`src/rtl/ccpd_pkg.sv`:
```
// Package for the character cell pixel decoder.
// Holds action codes, register indexes, mode codes and the config struct.
// No dependencies.
package ccpd_pkg;

    typedef enum logic [1:0] {
        ACT_DECODE    = 2'd0,
        ACT_PAL_WRITE = 2'd1,
        ACT_BIAS      = 2'd2,
        ACT_NONE      = 2'd3
    } action_t;

    localparam int CFG_IDX_W  = 1;
    localparam int CFG_DATA_W = 2;

    localparam logic [CFG_IDX_W-1:0] CFG_COLOUR_DEPTH = 1'd0;
    localparam logic [CFG_IDX_W-1:0] CFG_CELL_MODE    = 1'd1;

    localparam logic [1:0] DEPTH_2      = 2'd0;
    localparam logic [1:0] DEPTH_4      = 2'd1;
    localparam logic [1:0] DEPTH_16     = 2'd2;
    localparam logic [1:0] DEPTH_DIRECT = 2'd3;

    localparam logic [1:0] MODE_TWO_BYTE = 2'd0;

    localparam int PAL_DEPTH = 8;
    localparam int PAL_AW    = 3;
    localparam int BIAS_W    = 5;

    typedef struct packed {
        logic [1:0] colour_depth;
        logic [1:0] cell_mode;
    } cfg_t;

endpackage

```
`src/rtl/char_cell_pixel_decoder.sv`:
```
// Top level of the character cell pixel decoder.
// Cell register, palette memory read stage and output register.
// Depends on ccpd_pkg and ccpd_pixel_index.
//
// Each decode beat gives sixteen pixel beats, one per clock while the output
// is taken; the next cell is accepted as the sixteenth pixel of the current
// one issues its palette read, so cells stream with no gap. Palette and bias
// write beats are taken once every pixel of the cells before them has read
// the palette. The decode beat reaches its first pixel through the cell
// register, the palette memory read and the output register. Palette
// entries read as zero until written.
module char_cell_pixel_decoder import ccpd_pkg::*; (
    input  logic                  aclk,
    input  logic                  aresetn,
    input  logic                  cfg_wr_en,
    input  logic [CFG_IDX_W-1:0]  cfg_index,
    input  logic [CFG_DATA_W-1:0] cfg_wdata,
    input  logic                  s_valid,
    output logic                  s_ready,
    input  logic [1:0]            s_action,
    input  logic [7:0]            s_first_pixel_byte,
    input  logic [7:0]            s_second_pixel_byte,
    input  logic [7:0]            s_attribute_byte,
    input  logic [2:0]            s_palette_slot,
    output logic                  m_valid,
    input  logic                  m_ready,
    output logic [7:0]            m_colour_index,
    output logic                  m_last_pixel
);

    cfg_t              cfg_reg;
    logic [BIAS_W-1:0] bias_reg;

    logic              cell_vld_reg;
    logic [3:0]        cnt_reg;
    logic [7:0]        b0_reg;
    logic [7:0]        b1_reg;
    logic [7:0]        attr_reg;

    logic              p1_vld_reg;
    logic              p1_last_reg;
    logic              p1_use_pal_reg;
    logic [7:0]        p1_alt_reg;

    logic [7:0]        pal_mem [PAL_DEPTH];
    logic [PAL_DEPTH-1:0] pal_vld_reg;
    logic [7:0]        pal_rdata_reg;
    logic              pal_rvld_reg;

    logic              out_vld_reg;
    logic              out_last_reg;
    logic [7:0]        out_colour_reg;

    logic              adv;
    logic              cell_free;
    logic              s_fire;
    logic              take_cell;
    logic              take_pal;
    logic              take_bias;
    logic [7:0]        direct_colour;
    logic [3:0]        pal_index;
    logic              rd_en;
    logic [7:0]        p1_alt_next;
    logic              p1_use_pal_next;
    logic [7:0]        out_colour_next;

    ccpd_pixel_index u_index (
        .cfg           (cfg_reg),
        .pix_num       (cnt_reg),
        .first_byte    (b0_reg),
        .second_byte   (b1_reg),
        .attr_byte     (attr_reg),
        .direct_colour (direct_colour),
        .pal_index     (pal_index)
    );

    assign adv       = !out_vld_reg || m_ready;
    assign rd_en     = adv && cell_vld_reg;
    assign cell_free = !cell_vld_reg || (rd_en && (cnt_reg == 4'd15));
    assign s_ready   = (s_action == ACT_DECODE) ? cell_free : !cell_vld_reg;
    assign s_fire    = s_valid && s_ready;
    assign take_cell = s_fire && (s_action == ACT_DECODE);
    assign take_pal  = s_fire && (s_action == ACT_PAL_WRITE);
    assign take_bias = s_fire && (s_action == ACT_BIAS);

    always_comb begin
        p1_use_pal_next = (cfg_reg.colour_depth != DEPTH_DIRECT) && !pal_index[3];
        p1_alt_next     = (cfg_reg.colour_depth == DEPTH_DIRECT) ? direct_colour
                                                                 : {bias_reg, pal_index[2:0]};
        out_colour_next = p1_use_pal_reg ? (pal_rvld_reg ? pal_rdata_reg : 8'd0)
                                         : p1_alt_reg;
    end

    always_ff @(posedge aclk) begin
        if (!aresetn) begin
            cfg_reg <= '0;
        end else if (cfg_wr_en) begin
            case (cfg_index)
                CFG_COLOUR_DEPTH: cfg_reg.colour_depth <= cfg_wdata;
                CFG_CELL_MODE:    cfg_reg.cell_mode    <= cfg_wdata;
                default:          cfg_reg              <= cfg_reg;
            endcase
        end
    end

    always_ff @(posedge aclk) begin
        if (!aresetn) begin
            bias_reg    <= '0;
            pal_vld_reg <= '0;
        end else begin
            if (take_bias) begin
                bias_reg <= s_first_pixel_byte[BIAS_W-1:0];
            end
            if (take_pal) begin
                pal_vld_reg[s_palette_slot] <= 1'b1;
            end
        end
    end

    always_ff @(posedge aclk) begin
        if (take_pal) begin
            pal_mem[s_palette_slot] <= s_first_pixel_byte;
        end
        if (rd_en) begin
            pal_rdata_reg <= pal_mem[pal_index[PAL_AW-1:0]];
            pal_rvld_reg  <= pal_vld_reg[pal_index[PAL_AW-1:0]];
        end
    end

    always_ff @(posedge aclk) begin
        if (!aresetn) begin
            cell_vld_reg <= 1'b0;
            cnt_reg      <= 4'd0;
        end else if (take_cell) begin
            cell_vld_reg <= 1'b1;
            cnt_reg      <= 4'd0;
        end else if (rd_en) begin
            cell_vld_reg <= (cnt_reg != 4'd15);
            cnt_reg      <= cnt_reg + 4'd1;
        end
    end

    always_ff @(posedge aclk) begin
        if (take_cell) begin
            b0_reg   <= s_first_pixel_byte;
            b1_reg   <= s_second_pixel_byte;
            attr_reg <= s_attribute_byte;
        end
    end

    always_ff @(posedge aclk) begin
        if (!aresetn) begin
            p1_vld_reg  <= 1'b0;
            out_vld_reg <= 1'b0;
        end else if (adv) begin
            p1_vld_reg  <= cell_vld_reg;
            out_vld_reg <= p1_vld_reg;
        end
    end

    always_ff @(posedge aclk) begin
        if (adv) begin
            p1_last_reg    <= (cnt_reg == 4'd15);
            p1_use_pal_reg <= p1_use_pal_next;
            p1_alt_reg     <= p1_alt_next;
            out_last_reg   <= p1_last_reg;
            out_colour_reg <= out_colour_next;
        end
    end

    assign m_valid        = out_vld_reg;
    assign m_colour_index = out_colour_reg;
    assign m_last_pixel   = out_last_reg;

    a_write_after_reads: assert property (@(posedge aclk) disable iff (!aresetn)
        (take_pal || take_bias) |-> !cell_vld_reg && !rd_en)
        else $error("palette or bias write while cell reads pending");

    a_cell_start: assert property (@(posedge aclk) disable iff (!aresetn)
        take_cell |=> cell_vld_reg && (cnt_reg == 4'd0))
        else $error("cell not started at pixel zero");

    a_last_follows: assert property (@(posedge aclk) disable iff (!aresetn)
        (rd_en && (cnt_reg == 4'd15)) |=> p1_vld_reg && p1_last_reg)
        else $error("end mark lost in read stage");

endmodule

```
`src/rtl/ccpd_pixel_index.sv`:
```
// Pixel index extraction for one pixel of a character cell.
// Selects the pixel byte, de-interleaves the index and applies attribute mode.
// Depends on ccpd_pkg.
module ccpd_pixel_index import ccpd_pkg::*; (
    input  cfg_t       cfg,
    input  logic [3:0] pix_num,
    input  logic [7:0] first_byte,
    input  logic [7:0] second_byte,
    input  logic [7:0] attr_byte,
    output logic [7:0] direct_colour,
    output logic [3:0] pal_index
);

    logic       two;
    logic [7:0] c;
    logic [7:0] cs;
    logic [3:0] idx;

    always_comb begin
        two = (cfg.cell_mode == MODE_TWO_BYTE);
        c   = (two && pix_num[3]) ? second_byte : first_byte;
        cs  = c;
        idx = 4'd0;
        case (cfg.colour_depth)
            DEPTH_2: begin
                cs  = c << (two ? pix_num[2:0] : pix_num[3:1]);
                idx = {3'd0, cs[7]};
            end
            DEPTH_4: begin
                cs  = c >> (2'd3 - (two ? pix_num[2:1] : pix_num[3:2]));
                idx = {2'd0, cs[0], cs[4]};
            end
            default: begin
                cs  = c >> (1'b1 - (two ? pix_num[2] : pix_num[3]));
                idx = {cs[0], cs[4], cs[2], cs[6]};
            end
        endcase
        if (cfg.cell_mode[1]) begin
            idx = idx[0] ? attr_byte[3:0] : attr_byte[7:4];
        end
        direct_colour = c;
        pal_index     = idx;
    end

endmodule

```
`config.mk`:
```
export PLATFORM = sky130hd
export DESIGN_NAME = char_cell_pixel_decoder
export DESIGN_NICKNAME = d
export VERILOG_FILES = /design/src/rtl/ccpd_pkg.sv /design/src/rtl/char_cell_pixel_decoder.sv /design/src/rtl/ccpd_pixel_index.sv
export SDC_FILE = /design/constraint.sdc
export NUM_CORES = 1
export LEC_CHECK = 0
export BUFFER_PORTS_ARGS = -buffer_cell sky130_fd_sc_hd__buf_2
export CAP_MARGIN = 40
export CORE_MARGIN = 4
export CORE_UTILIZATION = 56
export CTS_CLUSTER_DIAMETER = 100
export CTS_CLUSTER_SIZE = 40
export DETAILED_ROUTE_END_ITERATION = 8
export GPL_ROUTABILITY_DRIVEN = 0
export GPL_TIMING_DRIVEN = 0
export PLACE_DENSITY = 0.78
export REMOVE_ABC_BUFFERS = 1
export SKIP_CTS_REPAIR_TIMING = 1
export SKIP_LAST_GASP = 1
export SYNTH_ARGS = -nofsm -noshare
export SYNTH_HDL_FRONTEND = slang
export SYNTH_SLANG_ARGS = --single-unit
```
`constraint.sdc`:
```
create_clock -name aclk -period 3.9 [get_ports aclk]
set_clock_uncertainty 0.1 [all_clocks]
set_input_delay 0.195 -clock aclk [delete_from_list [all_inputs] [get_ports aclk]]
set_output_delay 0.195 -clock aclk [all_outputs]
set_load 0.01 [all_outputs]
```
==> results of run 1 <==
-- worst max-delay path, delay by kind of cell (launching register included) --
family / cells / cell delay (ns)
AND/OR/NAND/NOR: 4 / 1.25
flip-flops: 1 / 0.42
AO/OA/AOI/OAI: 2 / 0.65
multiplexers: 2 / 0.45
buffers and inverters: 4 / 0.74
-- logic make-up after synthesis --
kind of cell	share of synthesized area
and+or+nand+nor	0.194
muxes	0.0661
AOI/OAI and AO/OA	0.139
DFF	0.554
buffers and inverters	0.0426
adders and majority gates	0.00175
xor gates and xnor gates	0.00367
-- final cells by class --
| class | count | area [um^2] |
|---|---|---|
| inverters | 12 | 45.0 |
| repair buffers | 110 | 938 |
| fillers | 817 | 3770 |
| flip-flops and latches | 140 | 3970 |
| multi-input cells | 458 | 3030 |
| well taps | 172 | 215 |
| clock inverters | 12 | 136 |
| clock buffers | 20 | 458 |
-- cells in the final DEF, fill, tap and decap left out, drive strengths merged, types with 10 or more instances in the layout --
cell         count
nor2b           10
clkbuf          21
nor4            36
edfxtp         116
a32oi           37
dfxtp           24
inv             16
nor2            14
mux2i           36
and2            41
dlygate4sd3     22
nand2          147
mux2            10
buf             86
a211oi          36
o21ai           19
-- how the worst min path moves through the flow --
stage,startpoint,endpoint,cells past startpoint
4_1_cts,s_second_pixel_byte[0],b1_reg[0],1
6_report,s_first_pixel_byte[6],pal_mem[6][6],1
3_3_place_gp,s_second_pixel_byte[4],b1_reg[4],1
2_1_floorplan,s_attribute_byte[0],attr_reg[0],0
3_5_place_dp,s_attribute_byte[6],attr_reg[6],1
5_1_grt,s_first_pixel_byte[7],b0_reg[7],1
-- metal layers --
metal | GRT usage | vias up | wire length, um
met3 | 0.0564 | 62 | 1890
li1 | - | 2647 | -
met4 | 0.134 | 0 | 654
met5 | 0 | - | 0
met1 | 0.327 | 2911 | 7760
met2 | 0.424 | 422 | 9920
-- metrics by stage --
| stage | power (mW) | hold WS (ns) | setup TNS, ns | worst slack [ns] |
|---|---|---|---|---|
| finish | 3.69 | -0.00272 | -0.0137 | -0.00710 |
| global route | 3.79 | 0.00254 | -0.351 | -0.0677 |
| CTS | 3.64 | -0.176 | -9.65 | -0.997 |
| detailed placement | 2.05 | 0.273 | -9.25 | -0.963 |
| global placement | 2.01 | 0.273 | -26.74 | -2.35 |
| floorplan | 1.90 | 0.194 | -6.47 | -0.666 |
-- power by group through the flow --
stage / Clock, mW / Combinational, mW / Sequential (mW)
2_1_floorplan: 0 / 0.192 / 1.71
3_3_place_gp: 0 / 0.297 / 1.71
3_5_place_dp: 0 / 0.340 / 1.71
4_1_cts: 1.62 / 0.343 / 1.68
5_1_grt: 1.69 / 0.411 / 1.69
6_report: 1.61 / 0.390 / 1.69
==> reports/results.ini, run 1 <==
[run_status]
status = finished, violations left
violations = hold timing, setup timing

[worst_setup_path]
end_kind = flip-flop
rr_endpoint = pal_rdata_reg[3]
critPathMaxStageDelay_ns = 0.49
path_cells = or3b_4 > and2_1 > or4_4 > o22ai_4 > clkbuf_16 > nor3_4 > buf_8 > buf_8 > a311o_2 > buf_12 > mux2i_1 > mux2_2
reg2regPathDepth = 12
reg2reg_from = cfg_reg[1]
cpMostUsedCell = buf_8
cp.arrival_ns = 3.98
worstSetupEndpoint = pal_rdata_reg[3]
cp.required_ns = 3.97
crit_start = cfg_reg[1]
path_class = flip-flop to flip-flop
r2r_slack_ns = -0.007
cp_slowest_cell = or4_4
start_kind = flip-flop
worst-path-max-fanout = 21

[layout]
instances_no_fill = 924
nets = 777
utilization = 0.700
fin_area_um2 = 8790
drive_gt1_frac = 0.215
largest-register = pal_mem
diodes = 0
area_growth_pct = 22.8
largest_register_ff_count = 64

[clocking]
cts_buffers = 17
cts.sinks = 140
clk_latency_ns = 0.44
cts.reportedPaths.clkPinSlew_ns = 0.06
cts_root_buf = clkbuf_16
cts.htree.levels = 4
cts_buffer_depth = 2
cts_tree = built

[pwr]
ir_worst_vdd_mv = 0.351
power_frac_comb = 0.106
p_int_mw = 2.81
swShare = 0.238
leakage_nw = 3.20
pwr-share-clk = 0.437
p_switching_mw = 0.879
p_per_area_nw_per_um2 = 419
p_seq_frac = 0.457

[logic_synthesis]
synth_commonest_cells = nand2_1 (147), edfxtp_1 (116), clkbuf_1 (43)
syn_area_um2 = 7160
synth_edf_count = 116
avgSynthCellArea_um2 = 10.7
ys_seq_area_frac = 0.554
synthTopCellsByArea = edfxtp_1 (49%), nand2_1 (7.7%), dfxtp_1 (6.7%)
postSynth.asyncResetShare = 0
synth_area_leader_cell = edfxtp_1
yosysUniqueCellTypes = 57
yosysMostFrequentCell = nand2_1
ys_ff_latch = 140
synthFlopType = edfxtp_1
yosys_warnings = 0
postSynthCellCount = 666
synth_top_area_frac = 0.487

[die]
fp.coreArea_um2 = 12600
row_count = 41
start_util = 0.570
die_y_um = 121
num_io_pins = 48
fp.dieArea_um2 = 14700
die-width_um = 121

[global_route]
grt_use_total = 0.260
grt_pass1_wl_mm = 28.8
grt_remaining_overflow = 0
grt_max_degree = 39
antenna_found_initial = 0
grt_pass1_vias = 5663

[job]
maxCapViolCount = 0

[sta]
setup_viol = 4
max_slew_margin = 0.413
finalCritPeriodShare = 1.00
finalMaxSlewViolations = 0
hold_viol_final = 3
worst_slew_pin_slew_ns = 0.880
min_period_ns = 3.91
hold_slack_ns = -0.00272
fmax_mhz = 256
setup_slack_ns = -0.00710

[drt]
ant_nets = 0
via_per_inst = 6.54
drc = 0
drt-wirelength-per-cell_um = 21.9
dr.pass1.iters = 6
wirelength_mm = 20.2
drt_iter0_markers = 801
vias = 6042

[placement]
dpl.hpwl_mm = 11.9
numPlacedInstances = 848
placed_cell_area_um2 = 7690
port_buffers = 47

[hold_path]
min_path_type = input pin to flip-flop

(Power assumes the default switching activity.)
==> inputs of run 2 (changes only) <==
- CAP_MARGIN: 40 -> 20
- REMOVE_ABC_BUFFERS: 1 -> default
- clock period: 3.9 -> 4.08 ns (I/O delays scaled with it)
==> run 2 against run 1 <==
The flow now finishes without violations. Clock power decreased by 6%. Routed wire length is 4.8% lower. Register-to-register slack better by 0.12 ns. Die area unchanged. Combinational power decreased by 9.2%. Sequential power fell by 5%. Final area is 3.9% lower. Cell count is 1.9% higher. Count of clock-buffer cells in the layout down 2. Via count decreased by 2.4%. Worst setup slack better by 0.12 ns. Sequential share of layout area grew 1.7 points.
==> reports/results.ini, run 2 (synthesis results as in run 1) <==
[worst_setup_path]
cp.arrival_ns = 4.05  ; was 3.98 ns
r2r_slack_ns = 0.11  ; was -0.007 ns
cp_slowest_cell = dfxtp_1  ; was or4_4
worst-path-buf-inv = 4  ; unchanged
cp.required_ns = 4.16  ; was 3.97 ns
critPathTopFamily = multiplexers  ; was simple AND/OR/NAND/NOR gates
path_class = flip-flop to flip-flop  ; unchanged
start_kind = flip-flop  ; unchanged
end_kind = flip-flop  ; unchanged
critPathMaxStageDelay_ns = 0.49  ; about the same
path_cells = nor3b_4 > buf_4 > buf_4 > mux2i_2 > mux2i_1 > o22ai_4 > nor3_4 > clkbuf_1 > buf_2 > a211oi_1 > mux2i_1 > mux2_2  ; was or3b_4 > and2_1 > or4_4 > o22ai_4 > clkbuf_16 > nor3_4 > buf_8 > buf_8 > a311o_2 > buf_12 > mux2i_1 > mux2_2
worst-path-max-fanout = 10  ; was 21

[sta]
tns_ns = 0  ; was -0.0137 ns
hold_viol_final = 0  ; was 3
worst_slew_pin_slew_ns = 0.925  ; was 0.880 ns
fmax_mhz = 252  ; was 256 MHz
setup_slack_ns = 0.112  ; was -0.00710 ns
finalMaxSlewViolations = 0  ; unchanged
setup_viol = 0  ; was 4
finalCritPeriodShare = 0.972  ; was 1.00
max_slew_margin = 0.381  ; was 0.413
min_period_ns = 3.97  ; was 3.91 ns

[die]
fp.coreArea_um2 = 12600  ; unchanged
row_count = 41  ; unchanged
die-width_um = 121  ; unchanged
start_util = 0.570  ; unchanged
fp.dieArea_um2 = 14700  ; unchanged
die_y_um = 121  ; unchanged
num_io_pins = 48  ; unchanged

[drt]
drt_iter0_markers = 861  ; was 801
ant_nets = 0  ; unchanged
vias = 5898  ; was 6,042
via_per_inst = 6.26  ; was 6.54
wirelength_mm = 19.2  ; was 20.2 mm
drt-wirelength-per-cell_um = 20.4  ; was 21.9 um
drc = 0  ; unchanged
dr.pass1.iters = 6  ; unchanged

[layout]
final_cell_mix = nand2_1 (147), edfxtp_1 (116), buf_2 (55)  ; was nand2_1 (146), edfxtp_1 (116), buf_2 (47)
diodes = 0  ; unchanged
fillers = 919  ; was 817
nets = 795  ; was 777
area_growth_pct = 18.1  ; was 22.8%
largest-register = pal_mem  ; unchanged
utilization = 0.673  ; was 0.700
largest_register_ff_count = 64  ; unchanged
drive_gt1_frac = 0.149  ; was 0.215
final_common_cell = nand2_1  ; unchanged
instances_no_fill = 942  ; was 924

[pwr]
p_int_mw = 2.67  ; was 2.81 mW
p_switching_mw = 0.805  ; was 0.879 mW
leakage_nw = 3.03  ; was 3.20 nW
power_frac_comb = 0.102  ; was 0.106
p_per_area_nw_per_um2 = 411  ; was 419 nW/um^2
ir_worst_vdd_mv = 0.398  ; was 0.351 mV
p_seq_frac = 0.462  ; was 0.457
swShare = 0.232  ; was 0.238
pwr-share-clk = 0.437  ; about the same

[clocking]
cts.sinks = 140  ; unchanged
cts_buffers = 17  ; unchanged
clk_latency_ns = 0.43  ; was 0.44 ns
cts_buffer_depth = 2  ; unchanged
cts.reportedPaths.clkPinSlew_ns = 0.06  ; about the same
cts_root_buf = clkbuf_16  ; unchanged
cts.htree.levels = 4  ; unchanged
cts_tree = built  ; unchanged

[global_route]
antenna_found_initial = 0  ; unchanged
grt_use_total = 0.260  ; about the same
grt_remaining_overflow = 0  ; unchanged
grt_pass1_vias = 5465  ; was 5,663
grt_max_degree = 25  ; was 39
grt_pass1_wl_mm = 28.8  ; about the same

[logic_synthesis]
synthesis.nets = 704

[job]
maxCapViolCount = 0  ; unchanged

[placement]
dpl.hpwl_mm = 12.5  ; was 11.9 mm
port_buffers = 47  ; unchanged
pre_cts_ws_ns = 0.0278  ; was -0.963 ns
numPlacedInstances = 887  ; was 848

[hold_path]
min_path_type = input pin to flip-flop  ; unchanged

[run_status]
status = completed  ; was finished, violations left

run 2: changes by cell type in the layout (fill, tap and decap cells not counted), sizes merged:
cell           before  now
inv                16   12
clkinvlp            1    2
clkdlybuf4s18       1    0
bufinv              2    3
clkinv              5    9
dlygate4sd3        22   20
clkbuf             21   61
buf                86   65
run 2: per-stage QoR:
| step | power [mW] | hold slack, ns | instance area [um^2] |
|---|---|---|---|
| 6_report | 3.47 | 0.00853 | 8460 |
| 5_1_grt | 3.58 | 0.0175 | 8460 |
| 4_1_cts | 3.45 | -0.161 | 8200 |
| 3_5_place_dp | 1.96 | 0.282 | 7620 |
| 3_3_place_gp | 1.94 | 0.280 | 7610 |
| 2_1_floorplan | 1.84 | 0.203 | 7160 |
run 2: layer usage:
| metal | wire [um] | GRT usage | part of all wire | vias to the layer above |
|---|---|---|---|---|
| met5 | 0 | 0 | 0 | - |
| met4 | 703 | 0.142 | 0.037 | 0 |
| met3 | 2130 | 0.0592 | 0.11 | 55 |
| met2 | 9140 | 0.399 | 0.47 | 407 |
| met1 | 7280 | 0.342 | 0.38 | 2768 |
| li1 | - | - | - | 2668 |
run 2: power by group through the flow:
stage | clock (mW) | sequential, mW | combinational (mW)
global placement | 0 | 1.63 | 0.313
global route | 1.59 | 1.61 | 0.377
finish | 1.52 | 1.60 | 0.354
CTS | 1.52 | 1.60 | 0.326
floorplan | 0 | 1.63 | 0.206
detailed placement | 0 | 1.63 | 0.324
run 2: final cells by class:
class,instances,area (um^2),share of cell area
multi-input combinational,458,2920,0.346
inverter,12,45.0,0.00533
sequential,140,3960,0.469
tap,172,215,0.0255
clock inverter,14,153,0.0181
timing repair buffer,72,468,0.0553
buffer,56,260,0.0308
clock buffer,18,429,0.0508
run 2: final timing paths:
| check | from | cells after the start | endpoint |
|---|---|---|---|
| max | cnt_reg[3] | 12 | pal_rdata_reg[2] |
| min reg2reg | p1_last_reg | 0 | m_last_pixel |
| max reg2reg | cnt_reg[3] | 12 | pal_rdata_reg[2] |
| min | aresetn | 3 | cnt_reg[3] |
run 2: worst min-delay path: cells and delay by family:
kind	cells	cell delay, ns
buffers and inverters	1	0.11
and+or+nand+nor	2	0.18
==> inputs of run 3 (changes only) <==
- CORE_UTILIZATION: 56 -> 55
- PLACE_DENSITY: 0.78 -> 0.79
- clock period: 4.08 -> 3.5 ns (I/O delays scaled with it)
==> run 3 against run 2 <==
The run now ends with setup timing left. Final area rose by 4.7%. Non-clock buffer count rose by 12. Combinational power rose by 35%. Sequential power rose by 17%. Register-to-register slack got worse by 0.13 ns. Sequential share of layout area fell by 2.1 points. Via count rose by 4.3%. Utilization rose by 2.6 points. Cell count rose by 1.3%. Global-route usage rose by 0.52 points. Largest cell class unchanged.
==> reports/results.ini, run 3 (synthesis results as in run 1) <==
[clocking]
cts.sinks = 140  ; unchanged
cts.htree.levels = 4  ; unchanged
cts_root_buf = clkbuf_16  ; unchanged
cts_buffer_depth = 2  ; unchanged
clk_latency_ns = 0.43  ; about the same
cts_tree = built  ; unchanged
cts_buffers = 17  ; unchanged
cts.reportedPaths.clkPinSlew_ns = 0.06  ; about the same

[layout]
instances_no_fill = 954  ; was 942
multi_input_area_um2 = 3160  ; was 2920 um^2
drive_gt1_frac = 0.225  ; was 0.149
area_growth_pct = 23.7  ; was 18.1%
regArea_um2 = 3970  ; was 3960 um^2
largest-register = pal_mem  ; unchanged
final_cell_mix = nand2_1 (147), edfxtp_1 (116), buf_2 (47)  ; was nand2_1 (147), edfxtp_1 (116), buf_2 (55)
fillers = 860  ; was 919
fin_area_um2 = 8860  ; was 8460 um^2
nets = 807  ; was 795
final_common_cell = nand2_1  ; unchanged
largest_register_ff_count = 64  ; unchanged
diodes = 0  ; unchanged

[sta]
setup_slack_ns = -0.0164  ; was 0.112 ns
hold_viol_final = 0  ; unchanged
fmax_mhz = 284  ; was 252 MHz
setup_viol = 3  ; was 0
finalCritPeriodShare = 1.00  ; was 0.972
min_period_ns = 3.52  ; was 3.97 ns
max_slew_margin = 0.349  ; was 0.381
finalMaxSlewViolations = 0  ; unchanged
worst_slew_pin_slew_ns = 0.973  ; was 0.925 ns

[hold_path]
holdPathStages = 1  ; was 3
min_to = pal_mem[4][7]  ; was cnt_reg[3]
min_path_type = input pin to flip-flop  ; unchanged
worstHoldStart = s_first_pixel_byte[7]  ; was aresetn

[pwr]
total_power_mw = 3.99  ; was 3.47 mW
ir_worst_vdd_mv = 0.394  ; was 0.398 mV
p_per_area_nw_per_um2 = 450  ; was 411 nW/um^2
leakage_nw = 3.17  ; was 3.03 nW

[run_status]
violations = setup timing
status = finished, violations left  ; was completed

[job]
maxCapViolCount = 0  ; unchanged

[die]
num_io_pins = 48  ; unchanged
start_util = 0.565  ; was 0.570
row_count = 41  ; unchanged
die_y_um = 122  ; was 121 um
die-width_um = 122  ; was 121 um
fp.dieArea_um2 = 14900  ; was 14,700 um^2
fp.coreArea_um2 = 12700  ; was 12,600 um^2

[drt]
dr.pass1.iters = 6  ; unchanged
ant_nets = 0  ; unchanged
drt-wirelength-per-cell_um = 21.5  ; was 20.4 um
wirelength_mm = 20.6  ; was 19.2 mm
drc = 0  ; unchanged
vias = 6152  ; was 5,898
drt_iter0_markers = 1006  ; was 861
via_per_inst = 6.45  ; was 6.26

[placement]
port_buffers = 47  ; unchanged
placed_cell_area_um2 = 7620  ; about the same
numPlacedInstances = 887  ; unchanged
dpl.hpwl_mm = 12.5  ; about the same

[global_route]
antenna_found_initial = 0  ; unchanged
grt_use_total = 0.265  ; was 0.260
grt_max_degree = 25  ; unchanged
grt_remaining_overflow = 0  ; unchanged
grt_pass1_vias = 5545  ; was 5,465
grt_pass1_wl_mm = 29.6  ; was 28.8 mm

[worst_setup_path]
worst-path-max-fanout = 10  ; unchanged
cp.required_ns = 3.57  ; was 4.16 ns
end_kind = flip-flop  ; unchanged
path_class = flip-flop to flip-flop  ; unchanged
start_kind = flip-flop  ; unchanged
reg2regPathDepth = 12  ; unchanged
reg2reg_from = cfg_reg[1]  ; was cnt_reg[3]
r2r_slack_ns = -0.02  ; was 0.11 ns
rr_endpoint = pal_rdata_reg[5]  ; was pal_rdata_reg[2]
cp.arrival_ns = 3.59  ; was 4.05 ns

[logic_synthesis]
synthesis.nets = 704  ; unchanged

run 3: cell types whose count changed in the layout (fill, tap and decap cells not counted), moves of 4 or more:
cell / delta
clkbuf_1: -21
a211oi_1: -14
buf_4: +14
clkbuf_2: +12
a211oi_2: +10
buf_2: -8
clkbuf_4: +8
mux2i_4: +8
mux2i_1: -5
a211oi_4: +4
run 3: final cells by class:
cell class	count	area share
sequential	140	0.448
timing repair buffer	86	0.0705
inverter	12	0.00509
multi-input combinational	458	0.356
clock inverter	15	0.0121
clock buffer	17	0.0480
buffer	54	0.0357
tap	172	0.0243
run 3: how the worst max path moves through the flow:
stage | start | end | cells after the start
floorplan | cfg_reg[0] | pal_rdata_reg[0] | 12
global placement | cfg_reg[1] | pal_rdata_reg[0] | 11
detailed placement | cfg_reg[1] | pal_rdata_reg[6] | 11
CTS | cnt_reg[3] | pal_rdata_reg[6] | 10
global route | cfg_reg[1] | pal_rdata_reg[0] | 12
finish | cfg_reg[1] | pal_rdata_reg[5] | 12
run 3: worst max-delay path: stages, from the launching register on:
cell      delay (ns)
dfxtp_1         0.33
buf_6           0.16
nor3b_4         0.43
mux2i_4         0.39
a22o_1          0.22
a32o_1          0.21
buf_4           0.22
nor3_4          0.09
buf_4           0.21
buf_4           0.21
a211oi_2        0.28
mux2i_1         0.11
mux2_2          0.29
run 3: power by group:
part | internal, mW | switching (mW)
clock network | 0.955 | 0.681
logic | 0.193 | 0.284
registers | 1.85 | 0.0200
total | 3.00 | 0.985
run 3: through the flow:
step                      setup slack (ns)   util  setup TNS (ns)  hold WS [ns]
after global placement              -0.474  0.601           -3.63         0.251
final                              -0.0164  0.699         -0.0305        0.0188
after detailed placement            -0.560  0.602           -4.37         0.253
after CTS                           -0.545  0.644           -4.64        -0.187
after global routing               -0.0685  0.699          -0.392       0.00917
after floorplan                      0.263      -               0         0.174
run 3: metal layers:
metal  part of all wire  track usage  up-vias
met5                  0            0        -
met4              0.034       0.0959        0
met3               0.12       0.0701       87
met2               0.48        0.422      474
met1               0.37        0.352     2902
li1                   -            -     2689
